<file path="src/sv/otk_pkg.sv">
// Package with the token types, character constants and classification helpers of the tokenizer.
`timescale 1ns / 1ps

package otk_pkg;

   localparam int VALUE_WIDTH = 32;

   localparam logic [7:0] CharPlus    = 8'h2B;
   localparam logic [7:0] CharMinus   = 8'h2D;
   localparam logic [7:0] CharAmp     = 8'h26;
   localparam logic [7:0] CharPipe    = 8'h7C;
   localparam logic [7:0] CharStar    = 8'h2A;
   localparam logic [7:0] CharSlash   = 8'h2F;
   localparam logic [7:0] CharPercent = 8'h25;
   localparam logic [7:0] CharCaret   = 8'h5E;
   localparam logic [7:0] CharOParen  = 8'h28;
   localparam logic [7:0] CharCParen  = 8'h29;
   localparam logic [7:0] CharBang    = 8'h21;
   localparam logic [7:0] CharTilde   = 8'h7E;
   localparam logic [7:0] CharSemi    = 8'h3B;
   localparam logic [7:0] CharZero    = 8'h30;
   localparam logic [7:0] CharNine    = 8'h39;
   localparam logic [7:0] CharSpace   = 8'h20;
   localparam logic [7:0] CharTab     = 8'h09;
   localparam logic [7:0] CharCr      = 8'h0D;

   typedef enum logic [4:0] {
      KIND_EOF        = 5'd0,
      KIND_PLUSPLUS   = 5'd1,
      KIND_PLUS       = 5'd2,
      KIND_MINUSMINUS = 5'd3,
      KIND_MINUS      = 5'd4,
      KIND_STAR       = 5'd5,
      KIND_SLASH      = 5'd6,
      KIND_PERCENT    = 5'd7,
      KIND_HELM       = 5'd8,
      KIND_AMPS       = 5'd9,
      KIND_AMP        = 5'd10,
      KIND_PIPES      = 5'd11,
      KIND_PIPE       = 5'd12,
      KIND_OPAREN     = 5'd13,
      KIND_CPAREN     = 5'd14,
      KIND_BANG       = 5'd15,
      KIND_TILDA      = 5'd16,
      KIND_SEMI       = 5'd17,
      KIND_LINT       = 5'd18,
      KIND_BAD        = 5'd19
   } kind_type;

   typedef enum logic [2:0] {
      PEND_NONE  = 3'd0,
      PEND_PLUS  = 3'd1,
      PEND_MINUS = 3'd2,
      PEND_AMP   = 3'd3,
      PEND_PIPE  = 3'd4
   } pend_type;

   typedef struct packed {
      kind_type               kind;
      logic [7:0]             tchar;
      logic [VALUE_WIDTH-1:0] value;
      logic                   last;
   } token_type;

   typedef struct packed {
      pend_type               pend;
      logic                   in_number;
      logic [VALUE_WIDTH-1:0] acc;
   } state_type;

   typedef struct packed {
      logic [1:0] count;
      token_type  tok0;
      token_type  tok1;
   } result_type;

   function automatic logic is_space(input logic [7:0] b);
      return (b == CharSpace) || ((b >= CharTab) && (b <= CharCr));
   endfunction

   function automatic logic is_digit(input logic [7:0] b);
      return (b >= CharZero) && (b <= CharNine);
   endfunction

   function automatic logic pend_active(input pend_type p);
      return (p == PEND_PLUS) || (p == PEND_MINUS) || (p == PEND_AMP) || (p == PEND_PIPE);
   endfunction

   function automatic logic [7:0] pend_char(input pend_type p);
      logic [7:0] c;
      unique case (p)
         PEND_PLUS:  c = CharPlus;
         PEND_MINUS: c = CharMinus;
         PEND_AMP:   c = CharAmp;
         PEND_PIPE:  c = CharPipe;
         default:    c = 8'h00;
      endcase
      return c;
   endfunction

   function automatic kind_type pend_single(input pend_type p);
      kind_type k;
      unique case (p)
         PEND_PLUS:  k = KIND_PLUS;
         PEND_MINUS: k = KIND_MINUS;
         PEND_AMP:   k = KIND_AMP;
         PEND_PIPE:  k = KIND_PIPE;
         default:    k = KIND_BAD;
      endcase
      return k;
   endfunction

   function automatic kind_type pend_double(input pend_type p);
      kind_type k;
      unique case (p)
         PEND_PLUS:  k = KIND_PLUSPLUS;
         PEND_MINUS: k = KIND_MINUSMINUS;
         PEND_AMP:   k = KIND_AMPS;
         PEND_PIPE:  k = KIND_PIPES;
         default:    k = KIND_BAD;
      endcase
      return k;
   endfunction

   function automatic pend_type pend_of(input logic [7:0] b);
      pend_type p;
      unique case (b)
         CharPlus:  p = PEND_PLUS;
         CharMinus: p = PEND_MINUS;
         CharAmp:   p = PEND_AMP;
         CharPipe:  p = PEND_PIPE;
         default:   p = PEND_NONE;
      endcase
      return p;
   endfunction

   function automatic kind_type single_kind(input logic [7:0] b);
      kind_type k;
      unique case (b)
         CharStar:    k = KIND_STAR;
         CharSlash:   k = KIND_SLASH;
         CharPercent: k = KIND_PERCENT;
         CharCaret:   k = KIND_HELM;
         CharOParen:  k = KIND_OPAREN;
         CharCParen:  k = KIND_CPAREN;
         CharBang:    k = KIND_BANG;
         CharTilde:   k = KIND_TILDA;
         CharSemi:    k = KIND_SEMI;
         default:     k = KIND_BAD;
      endcase
      return k;
   endfunction

endpackage

</file>
<file path="src/sv/otk_step.sv">
// Combinational next-state and token logic for one source byte of the tokenizer.
`timescale 1ns / 1ps

module otk_step (
   input  otk_pkg::state_type  cur_state,
   input  logic [7:0]          source_byte,
   input  logic                at_end,
   output otk_pkg::state_type  next_state,
   output otk_pkg::result_type result
);
   import otk_pkg::*;

   token_type               flush_tok;
   logic                    flush_valid;
   token_type               fresh_tok;
   logic                    fresh_valid;
   token_type               first_tok;
   token_type               second_tok;
   logic                    first_valid;
   logic                    second_valid;
   logic [VALUE_WIDTH-1:0]  digit_val;
   logic [VALUE_WIDTH-1:0]  acc_times_ten;

   assign digit_val     = VALUE_WIDTH'(source_byte - CharZero);
   assign acc_times_ten = {cur_state.acc[VALUE_WIDTH-4:0], 3'b000}
                        + {cur_state.acc[VALUE_WIDTH-2:0], 1'b0};

   always_comb begin
      flush_tok   = '0;
      flush_valid = 1'b0;
      if (pend_active(cur_state.pend)) begin
         flush_valid     = 1'b1;
         flush_tok.kind  = pend_single(cur_state.pend);
         flush_tok.tchar = pend_char(cur_state.pend);
      end else if (cur_state.in_number) begin
         flush_valid     = 1'b1;
         flush_tok.kind  = KIND_LINT;
         flush_tok.value = cur_state.acc;
      end
   end

   always_comb begin
      fresh_tok   = '0;
      fresh_valid = 1'b0;
      if (!is_space(source_byte) && !is_digit(source_byte)
          && (pend_of(source_byte) == PEND_NONE)) begin
         fresh_valid     = 1'b1;
         fresh_tok.kind  = single_kind(source_byte);
         fresh_tok.tchar = source_byte;
      end
   end

   always_comb begin
      next_state   = cur_state;
      first_tok    = '0;
      second_tok   = '0;
      first_valid  = 1'b0;
      second_valid = 1'b0;
      priority if (at_end) begin
         next_state      = '0;
         first_tok       = flush_tok;
         first_valid     = flush_valid;
         second_tok      = '0;
         second_tok.kind = KIND_EOF;
         second_valid    = 1'b1;
      end else if (pend_active(cur_state.pend)
                   && (source_byte == pend_char(cur_state.pend))) begin
         next_state.pend = PEND_NONE;
         first_tok.kind  = pend_double(cur_state.pend);
         first_valid     = 1'b1;
      end else if (cur_state.in_number && is_digit(source_byte)) begin
         next_state.acc = acc_times_ten + digit_val;
      end else begin
         next_state.pend      = pend_of(source_byte);
         next_state.in_number = is_digit(source_byte);
         next_state.acc       = is_digit(source_byte) ? digit_val : '0;
         first_tok            = flush_tok;
         first_valid          = flush_valid;
         second_tok           = fresh_tok;
         second_valid         = fresh_valid;
      end
   end

   always_comb begin
      result       = '0;
      result.count = {1'b0, first_valid} + {1'b0, second_valid};
      if (first_valid) begin
         result.tok0      = first_tok;
         result.tok0.last = !second_valid;
         result.tok1      = second_tok;
         result.tok1.last = 1'b1;
      end else begin
         result.tok0      = second_tok;
         result.tok0.last = 1'b1;
      end
   end

endmodule

</file>
<file path="src/sv/operator_integer_tokenizer.sv">
// Top level of the tokenizer: state registers, step logic and a two-entry result buffer.
`timescale 1ns / 1ps
//
//   Channel  Direction  Handshake              Payload
//   req      in         req_valid / req_ready  req_source_byte, req_at_end
//   rsp      out        rsp_valid / rsp_ready  rsp_token_kind, rsp_token_char,
//                                              rsp_literal_value, rsp_last_of_run
//
// A byte is taken when req_valid and req_ready are both high; its tokens appear at the
// output on the next cycle. After a byte with no token the input stays ready, after one
// with one token it is ready while rsp_ready is high, and a byte with two tokens holds
// off the input while the result buffer drains. Reset is synchronous and returns the tokenizer
// to no pending operator and no number. A stalled result port holds the input off.

module operator_integer_tokenizer (
   input  logic                            clock,
   input  logic                            reset,
   input  logic                            req_valid,
   output logic                            req_ready,
   input  logic [7:0]                      req_source_byte,
   input  logic                            req_at_end,
   output logic                            rsp_valid,
   input  logic                            rsp_ready,
   output logic [4:0]                      rsp_token_kind,
   output logic [7:0]                      rsp_token_char,
   output logic [otk_pkg::VALUE_WIDTH-1:0] rsp_literal_value,
   output logic                            rsp_last_of_run
);
   import otk_pkg::*;

   state_type  state_ff;
   state_type  state_in;
   state_type  step_state;
   result_type step_result;
   token_type  slot0_ff;
   token_type  slot0_in;
   token_type  slot1_ff;
   token_type  slot1_in;
   logic [1:0] count_ff;
   logic [1:0] count_in;
   logic       push;
   logic       pop;

   otk_step u_step (
      .cur_state   (state_ff),
      .source_byte (req_source_byte),
      .at_end      (req_at_end),
      .next_state  (step_state),
      .result      (step_result)
   );

   assign rsp_valid = (count_ff != 2'd0);
   assign req_ready = (count_ff == 2'd0) || ((count_ff == 2'd1) && rsp_ready);
   assign push      = req_valid && req_ready;
   assign pop       = rsp_valid && rsp_ready;

   assign rsp_token_kind    = slot0_ff.kind;
   assign rsp_token_char    = slot0_ff.tchar;
   assign rsp_literal_value = slot0_ff.value;
   assign rsp_last_of_run   = slot0_ff.last;

   always_comb begin
      priority if (push) begin
         state_in = step_state;
         count_in = step_result.count;
         slot0_in = step_result.tok0;
         slot1_in = step_result.tok1;
      end else if (pop) begin
         state_in = state_ff;
         count_in = count_ff - 2'd1;
         slot0_in = slot1_ff;
         slot1_in = slot1_ff;
      end else begin
         state_in = state_ff;
         count_in = count_ff;
         slot0_in = slot0_ff;
         slot1_in = slot1_ff;
      end
   end

   always_ff @(posedge clock) begin
      if (reset) begin
         state_ff <= '0;
         count_ff <= 2'd0;
      end else begin
         state_ff <= state_in;
         count_ff <= count_in;
      end
   end

   always_ff @(posedge clock) begin
      slot0_ff <= slot0_in;
      slot1_ff <= slot1_in;
   end

endmodule

</file>
<file path="config.mk">
export PLATFORM = sky130hd
export DESIGN_NAME = operator_integer_tokenizer
export DESIGN_NICKNAME = d
export VERILOG_FILES = /design/src/sv/otk_pkg.sv /design/src/sv/otk_step.sv /design/src/sv/operator_integer_tokenizer.sv
export SDC_FILE = /design/constraint.sdc
export NUM_CORES = 1
export LEC_CHECK = 0
export BUFFER_PORTS_ARGS = -buffer_cell sky130_fd_sc_hd__buf_2
export CAP_MARGIN = 0
export CORE_MARGIN = 4
export CORE_UTILIZATION = 57
export DETAILED_ROUTE_END_ITERATION = 10
export PLACE_DENSITY = 0.9
export SETUP_SLACK_MARGIN = 0.3
export SLEW_MARGIN = 5
export SYNTH_ARGS = -nofsm -noshare
export SYNTH_HDL_FRONTEND = slang
export SYNTH_HIERARCHICAL = 1
export SYNTH_SLANG_ARGS = --single-unit
</file>
<file path="constraint.sdc">
create_clock -name clock -period 4.4 [get_ports clock]
set_input_delay 0 -clock clock [delete_from_list [all_inputs] [get_ports clock]]
set_output_delay 0 -clock clock [all_outputs]
set_load 0.005 [all_outputs]
</file>
# Yosys cells after proc, flatten, opt, wreduce, memory -nomap -nowiden
# Index checks and enable logic that the tools add are counted.
[classes] mux=40 n_reduce_logical=24 n_eq_ne=23 n_lt_le_gt_ge=4 add_sub_neg=5
[ops] cell="46-bit two-way mux" count=8
[ops] cell="32-bit two-way mux" count=4
[ops] cell="8-bit by 6-bit == test with 1-bit output (second input constant)" count=11
[ops] cell="32-bit adder" count=2
[ops] cell="5-bit one-hot mux with 9 select lines" count=1
[ops] cell="41-bit two-way mux" count=1
[ops] cell="5-bit one-hot mux with 4 select lines" count=2
[ops] cell="36-bit two-way mux" count=1
[ops] cell="33-bit two-way mux" count=1
[ops] cell="7-bit one-hot mux with 4 select lines" count=1
[ops] cell="8-bit by 7-bit == test with 1-bit output (second input constant)" count=3
[ops] cell="8-bit two-way mux" count=2
[ops] cell="5-bit two-way mux" count=3
[ops] cell="13-bit two-way mux" count=1
[ops] cell="3-bit one-hot mux with 4 select lines" count=1
[ops] cell="1-bit two-way mux" count=10
[ops] cell="1-bit logical AND" count=9
[ops] cell="8-bit by 6-bit subtractor with 9-bit output (second input constant)" count=1
[ops] cell="8-bit == test" count=1
[ops] cell="8-bit by 4-bit greater-or-equal comparator with 1-bit output (second input constant)" count=1
[ops] cell="8-bit by 6-bit greater-or-equal comparator with 1-bit output (second input constant)" count=1
[ops] cell="8-bit by 4-bit <= comparator with 1-bit output (second input constant)" count=1
[ops] cell="8-bit by 6-bit <= comparator with 1-bit output (second input constant)" count=1
[ops] cell="3-bit by 2-bit == test with 1-bit output (second input constant)" count=2
[ops] cell="other kinds (17)" count=27
[totals] register_bits=130 out_inout_bits=48 wordCells=108 in_bits=13

# Depth between registers and ports, before layout
# Gate-level depths: netlist (run 1).
[logic_depth] depth_word=13 mapped_depth=16 mapped_depth_nobuf=14

# Hierarchy
# The synthesis (run 1) kept the hierarchy.
[modules_own_cells] module="operator_integer_tokenizer" seq_area_each_um2=3523.4 n_inst=1 area_each_um2=4906.0 cells_per_inst=328
[modules_own_cells] module="otk_step" seq_area_each_um2=0.0 n_inst=1 area_each_um2=4386.7 cells_per_inst=618

# Worst setup path before layout (run 1)
# OpenSTA, ideal clock, no wires.
[synth_path] path_type="input port to flip-flop" start="in req_source_byte[6]" end="reg state_ff[30] (netlist name)" n_path_buf=3 path_stages=16 required_time_ns=4.268 arrival_ns=4.492 setup_slack_ns=-0.224 setup_time_ns=0.132 path_cell_list="clkbuf_1 or2_2 nor2_1 fa_1 ha_1 clkbuf_1 and2_0 clkbuf_1 nand4_1 o221ai_1 a41oi_1 o21ai_0 or4_1 o311a_1 nand3_1 a21oi_1"
[synth_lines] item="start: declaration" line_no="operator_integer_tokenizer.sv:20" rtl="input logic [7:0] req_source_byte,"
[synth_lines] item="end signal: assignment" line_no="operator_integer_tokenizer.sv:86" rtl="state_ff <= state_in;"
[synth_lines] item="end: declaration" line_no="operator_integer_tokenizer.sv:31" rtl="state_type state_ff;"

==> results.cfg, run 1 <==
[placed_design]
preCtsSetupSlack_ns = 0.6556
place.port_buffers = 60
gp_congestion = 0.9387
dp.cells = 1164
dpl-instance-area_um2 = 9503
hpwl_um = 14920

[worst_setup_path]
timing.rr.start = state_ff[0]
cp.required_ns = 4.73
cp-end-kind = register
crit_fanout = 8
worstSetupPathType = input port to register
crit_family = compound AO/OA/AOI/OAI gates
critPathMaxStageDelay_ns = 0.54
cp.arrival_ns = 4.18
r2r_cells = 12
rrSetupSlack_ns = 0.91
worstSetupStartpointType = input port
slowest_stage = dlygate4sd3_1
r2r_end = state_ff[16]
cp.buffers_inverters = 2
cp_common_cell = ha_1
cp_cell_sequence = dlygate4sd3_1, buf_2, ha_1, xnor2_1, fa_1, ha_1, a21o_1, a31o_2, o21a_1, o31a_1, a21oi_2, xor2_1, a211oi_1, nand3_1, a21oi_1

[floorplanning]
die_w_um = 135.7
die_h_um = 135.7
die-area_um2 = 18410
row_count = 46
core_area_um2 = 15940
initial_core_util_pct = 58.29
io_pins = 61

[finish]
fin_nets = 1051
drive_gt1_share_pct = 17.40
design_area_um2 = 10130
num_antenna_cells = 0
area_growth_pct = 8.981
instances_no_fill = 1199
finish.utilization_pct = 63.52

[synthesis]
synth_fa_ha_area_share_pct = 11.50
yosysWarnings = 6
yosysSeqAreaShare_pct = 37.92
synth_xor_xnor_area_share_pct = 2.545
yosys-top-cells-count = a21oi_1, edfxtp_1, o21ai_0
synth.area.top_cells = edfxtp_1, dfxtp_1, fa_1, a21oi_1, ha_1
ys_types = 81
syn_avg_cell_area_um2 = 9.823
synth.largest_area_cell = edfxtp_1
synth_edf_count = 92
synthCells = 946
synth_ff_type = edfxtp_1
synth-compound-area-share_pct = 18.45
synth_top_family_by_area = compound AO/OA/AOI/OAI gates
synth_mux_area_share_pct = 7.055
synth_area_um2 = 9293
ys_ff_latch = 130
yosysMostFrequentCell = a21oi_1
async_flop_share_pct = 0
synth_top_area_share_pct = 29.73
synthSimpleGateAreaFrac_pct = 15.35

[clock_tree]
cts_buffers = 17
clkLatencyLatePin_ns = 0.43
path_clk_slew_ns = 0.06
cts_tree = built
clockBufferDepth = 2
cts_root_buffer = clkbuf_16
postCtsSetupBuffers = 0
htreeDepth = 4
cts_sinks = 130

[hold_path]
min_from = rsp_ready
hold_depth = 4
min_to = count_ff[0]
hold_path.class = input port to register

[power_and_ir_drop]
vdd_ir_drop_max_mv = 0.2551
p_leak_nw = 4.042
powerDensity_nw_per_um2 = 355.7

[detailed_routing]
first_pass_iters = 6
drc = 0
drt_wl_total_um = 22410
vias = 7523
wire_per_inst_um = 18.69
drt_iter0_drc = 817
ant_nets = 0
via_per_inst = 6.274

[job]
cap_violations = 0

[global_routing]
grt_usage_pct = 24.94
grt_pass1_vias = 7379
grt_max_degree = 49
antenna_found_initial = 0
grt_pass1_wl_um = 36770
grt_overflow = 0

[timing]
final-setup-viol-count = 0
clock.fmax_ghz = 0.2595
rsz0062_at_grt = false
skew_ns = 0.007162
slew_viol_final = 0
fin_crit_sh_pct = 87.59
slew_headroom_pct = 25.05
period_needed_ns = 3.854
hold_viol = 0
fin_ws_ns = 0.5459
setup_tns_ns = 0
tightest_slew_ns = 1.123

[status]
status = completed
## worst max-delay path by stage
stage,cells past startpoint,start,to
after CTS,16,req_source_byte[7],state_ff[21]
after global placement,15,req_source_byte[6],state_ff[30]
final,15,req_source_byte[4],state_ff[21]
after global routing,16,req_source_byte[7],state_ff[27]
after floorplan,16,req_source_byte[6],state_ff[30]
after detailed placement,15,req_source_byte[6],state_ff[30]
## metal layers
layer  vias to the layer above  global-route usage [%]  wire, um
met5                         -                       0         0
met1                      3671                   32.53      9576
met4                         0                   8.791       432
met2                       341                   41.90     10950
li1                       3473                       -         -
met3                        38                   4.495      1455
## per-stage QoR
step	hold WS, ns	power (mW)
2_1_floorplan	0.1581	2.043
3_3_place_gp	0.3646	2.208
3_5_place_dp	0.3692	2.233
4_1_cts	0.02457	3.627
5_1_grt	0.06794	3.755
6_report	0.04242	3.602
## layout by cell type (no fill, tap or decap), types with 6 or more instances in the layout
cell / n
xor2_1: 10
and3_1: 8
mux2_4: 18
nor3_1: 11
inv_2: 6
dfxtp_1: 38
clkbuf_16: 18
edfxtp_1: 92
o21ai_1: 21
nand2b_1: 8
inv_1: 18
nor4_1: 7
a22o_1: 7
conb_1: 32
nand4_1: 9
a21oi_1: 100
buf_2: 60
xnor2_1: 17
and2_1: 45
nor2_1: 34
buf_4: 10
nor2b_1: 11
fa_1: 29
o21a_1: 11
o21ai_0: 57
nand2_1: 54
ha_1: 39
mux2i_1: 7
nand3_1: 50
a21o_1: 18
mux2_2: 28
a211oi_1: 7
## state kept, by name, summed over array words and instances, names as in the netlist
signal and flops:
count_ff 2, rsp_last_of_run 1, rsp_literal_value 32, rsp_token_char 8
rsp_token_kind 5, slot1_ff 46, state_ff 36
## worst register-to-register path: stages (launching register included)
cell       delay [ns]
dfxtp_1          0.39
fa_1             0.58
inv_1            0.07
fa_1             0.47
nor2b_1          0.21
o2111ai_1        0.16
a21oi_1          0.35
o2111ai_1        0.21
nand2_1          0.14
a2111oi_0        0.10
a2111oi_0        0.44
nand3_1          0.12
a21oi_1          0.16
## power breakdown
group          switching, mW  internal [mW]  total (mW)
combinational          0.412          0.249       0.661
clock                  0.549          0.841        1.39
sequential            0.0382           1.51        1.55
## timing repair
| item | in CTS | in global routing |
|---|---|---|
| gates resized for setup | 0 | 4 |
| endpoints found under the hold margin | 3 | 0 |
| hold buffers | 3 | 0 |
| endpoints found under the setup margin | 0 | 7 |
## cells by family (layout without fill, tap and decap cells)
kind of cell / after synthesis / after routing
DFF: 130 / 130
muxes: 53 / 53
and+or+nand+nor: 265 / 265
AOI/OAI and AO/OA: 278 / 278
xor gates and xnor gates: 27 / 27
buffers and inverters: 124 / 130
adders and majority gates: 68 / 68
other: 1 / 32
## final cells by class
type | instances | area [um2]
Fill cell | 1290 | 5816
Multi-Input combinational cell | 723 | 5240
Sequential cell | 130 | 3523
Clock buffer | 21 | 481.7
Timing Repair Buffer | 74 | 420.4
Tap cell | 216 | 270.3
Clock inverter | 11 | 101.3
Inverter | 24 | 90.09
Note: power is estimated with default switching activity, not from simulation.
==> run 2: changes to the inputs <==
==> constraint.sdc (replaced) <==
create_clock -name clock -period 4.4 [get_ports clock]
set_input_delay 0.44 -clock clock [delete_from_list [all_inputs] [get_ports clock]]
set_output_delay 0.44 -clock clock [all_outputs]
set_load 0.005 [all_outputs]
==> results.cfg, run 2 (synthesis results as in run 1) <==
[status]
status = completed

[finish]
fin_nets = 1051
final_cell_mix = a21oi_1, edfxtp_1, buf_2, o21ai_0, nand2_1
largest_reg_flops = 46
top_register = slot1_ff
drive_gt1_share_pct = 17.19
area_growth_pct = 9.708
mostFrequentLayoutCell = a21oi_1
num_antenna_cells = 0

[detailed_routing]
drt_wl_total_um = 22560
vias = 7445
via_per_inst = 6.209
drt_iter0_drc = 924
drc = 0
first_pass_iters = 5
wl_met3_um = 1417
top_layer = met4
wire_per_inst_um = 18.81
wl_met1_um = 9630
wl_met2_um = 10980
ant_nets = 0

[power_and_ir_drop]
swShare_pct = 25.64
vdd_ir_drop_max_mv = 0.3547
p_int_mw = 2.822
power_frac_comb_pct = 17.5
pwr-share-clk_pct = 41.6
total_power_mw = 3.795
pwr-share-seq_pct = 40.9
p_sw_mw = 0.9731
p_leak_nw = 4.079
powerDensity_nw_per_um2 = 372.3

[timing]
rsz0062_at_grt = false
period_needed_ns = 3.670
hold_viol = 0
clock.fmax_ghz = 0.2725
final-setup-viol-count = 0
tightest_slew_ns = 1.107
setup_tns_ns = 0
slew_headroom_pct = 26.19
fin_crit_sh_pct = 83.40
slew_viol_final = 0
skew_ns = 0.009484

[worst_setup_path]
cp.required_ns = 4.67
cp_cell_sequence = buf_2, ha_1, nor2_4, buf_12, fa_1, ha_1, and4_1, nand4_1, o221ai_1, a41oi_1, o21ai_0, or4_1, o311a_1, nand3_1, a21oi_1
rrSetupSlack_ns = 0.91
critPathMaxStageDelay_ns = 0.48
worstSetupPathType = input port to register
r2r_cells = 9
cp-endpoint = state_ff[30]
worstSetupStartpointType = input port
cp.buffers_inverters = 2
cp-end-kind = register
r2r_end = rsp_literal_value[6]
cp_common_cell = ha_1
crit_fanout = 24
worst-path-stages = 15
cp-startpoint = req_source_byte[4]
crit_family = adder cells
timing.rr.start = state_ff[33]
cp.arrival_ns = 3.94
slowest_stage = or4_1

[placed_design]
gp_congestion = 0.9723
place.port_buffers = 60
hpwl_um = 14680

[floorplanning]
core_area_um2 = 15940
row_count = 46
die_h_um = 135.7
io_pins = 61
initial_core_util_pct = 58.29
die_w_um = 135.7
die-area_um2 = 18410

[global_routing]
grt_pass1_vias = 7251
grt_overflow = 0
antenna_found_initial = 0
grt_usage_pct = 25.12
grt_pass1_wl_um = 36500
grt_max_degree = 49

[hold_path]
hold_path.class = input port to register

[clock_tree]
clockBufferDepth = 2
cts_root_buffer = clkbuf_16
cts_sinks = 130
postCtsSetupBuffers = 0
cts_hold_buf = 0
cts_resized = 0
htreeDepth = 4
path_clk_slew_ns = 0.06
cts_tree = built
clkLatencyLatePin_ns = 0.42
cts_buffers = 17

[job]
cap_violations = 0
==> run 2: per-layer routing <==
metal | global-route usage [%] | up-vias
li1 | - | 3458
met1 | 32.45 | 3613
met2 | 41.48 | 323
met3 | 5.126 | 51
met4 | 10.08 | 0
met5 | 0 | -
==> run 2: worst min path at each step <==
| stage | from | end | slack (ns) | depth (start not counted) |
|---|---|---|---|---|
| after floorplan | state_ff[31] | state_ff[31] | 0.46 | 2 |
| after global placement | count_ff[0] | count_ff[0] | 0.48 | 2 |
| after detailed placement | state_ff[31] | state_ff[31] | 0.49 | 2 |
| after CTS | req_source_byte[5] | slot1_ff[38] | 0.36 | 2 |
| after global routing | req_source_byte[5] | slot1_ff[38] | 0.38 | 2 |
| final | req_source_byte[5] | slot1_ff[38] | 0.38 | 2 |
==> run 2: final cells by class <==
cell class | instances | area, um2
tap | 216 | 270.3
clock inverter | 11 | 209.0
multi-input combinational | 723 | 5244
fill | 1289 | 5748
inverter | 24 | 90.09
clock buffer | 21 | 440.4
sequential | 130 | 3523
timing repair buffer | 74 | 417.9
==> run 2: metrics by stage <==
stage	util, %	hold slack (ns)	area (um2)	worst slack (ns)	instances
final	63.95	0.3817	10190	0.7304	1199
after global placement	59.87	0.4806	9545	0.4576	1167
after CTS	63.95	0.3623	10190	0.8126	1199
after detailed placement	59.87	0.4854	9545	0.3753	1167
after floorplan	-	0.4626	9419	0.3100	977
after global routing	63.95	0.3813	10190	0.4534	1199
==> run 2: power groups by stage <==
| stage | logic [mW] | clock network [mW] | registers, mW |
|---|---|---|---|
| floorplan | 0.456 | 0 | 1.59 |
| global placement | 0.645 | 0 | 1.57 |
| detailed placement | 0.660 | 0 | 1.58 |
| CTS | 0.666 | 1.60 | 1.56 |
| global route | 0.724 | 1.66 | 1.57 |
| finish | 0.664 | 1.58 | 1.55 |
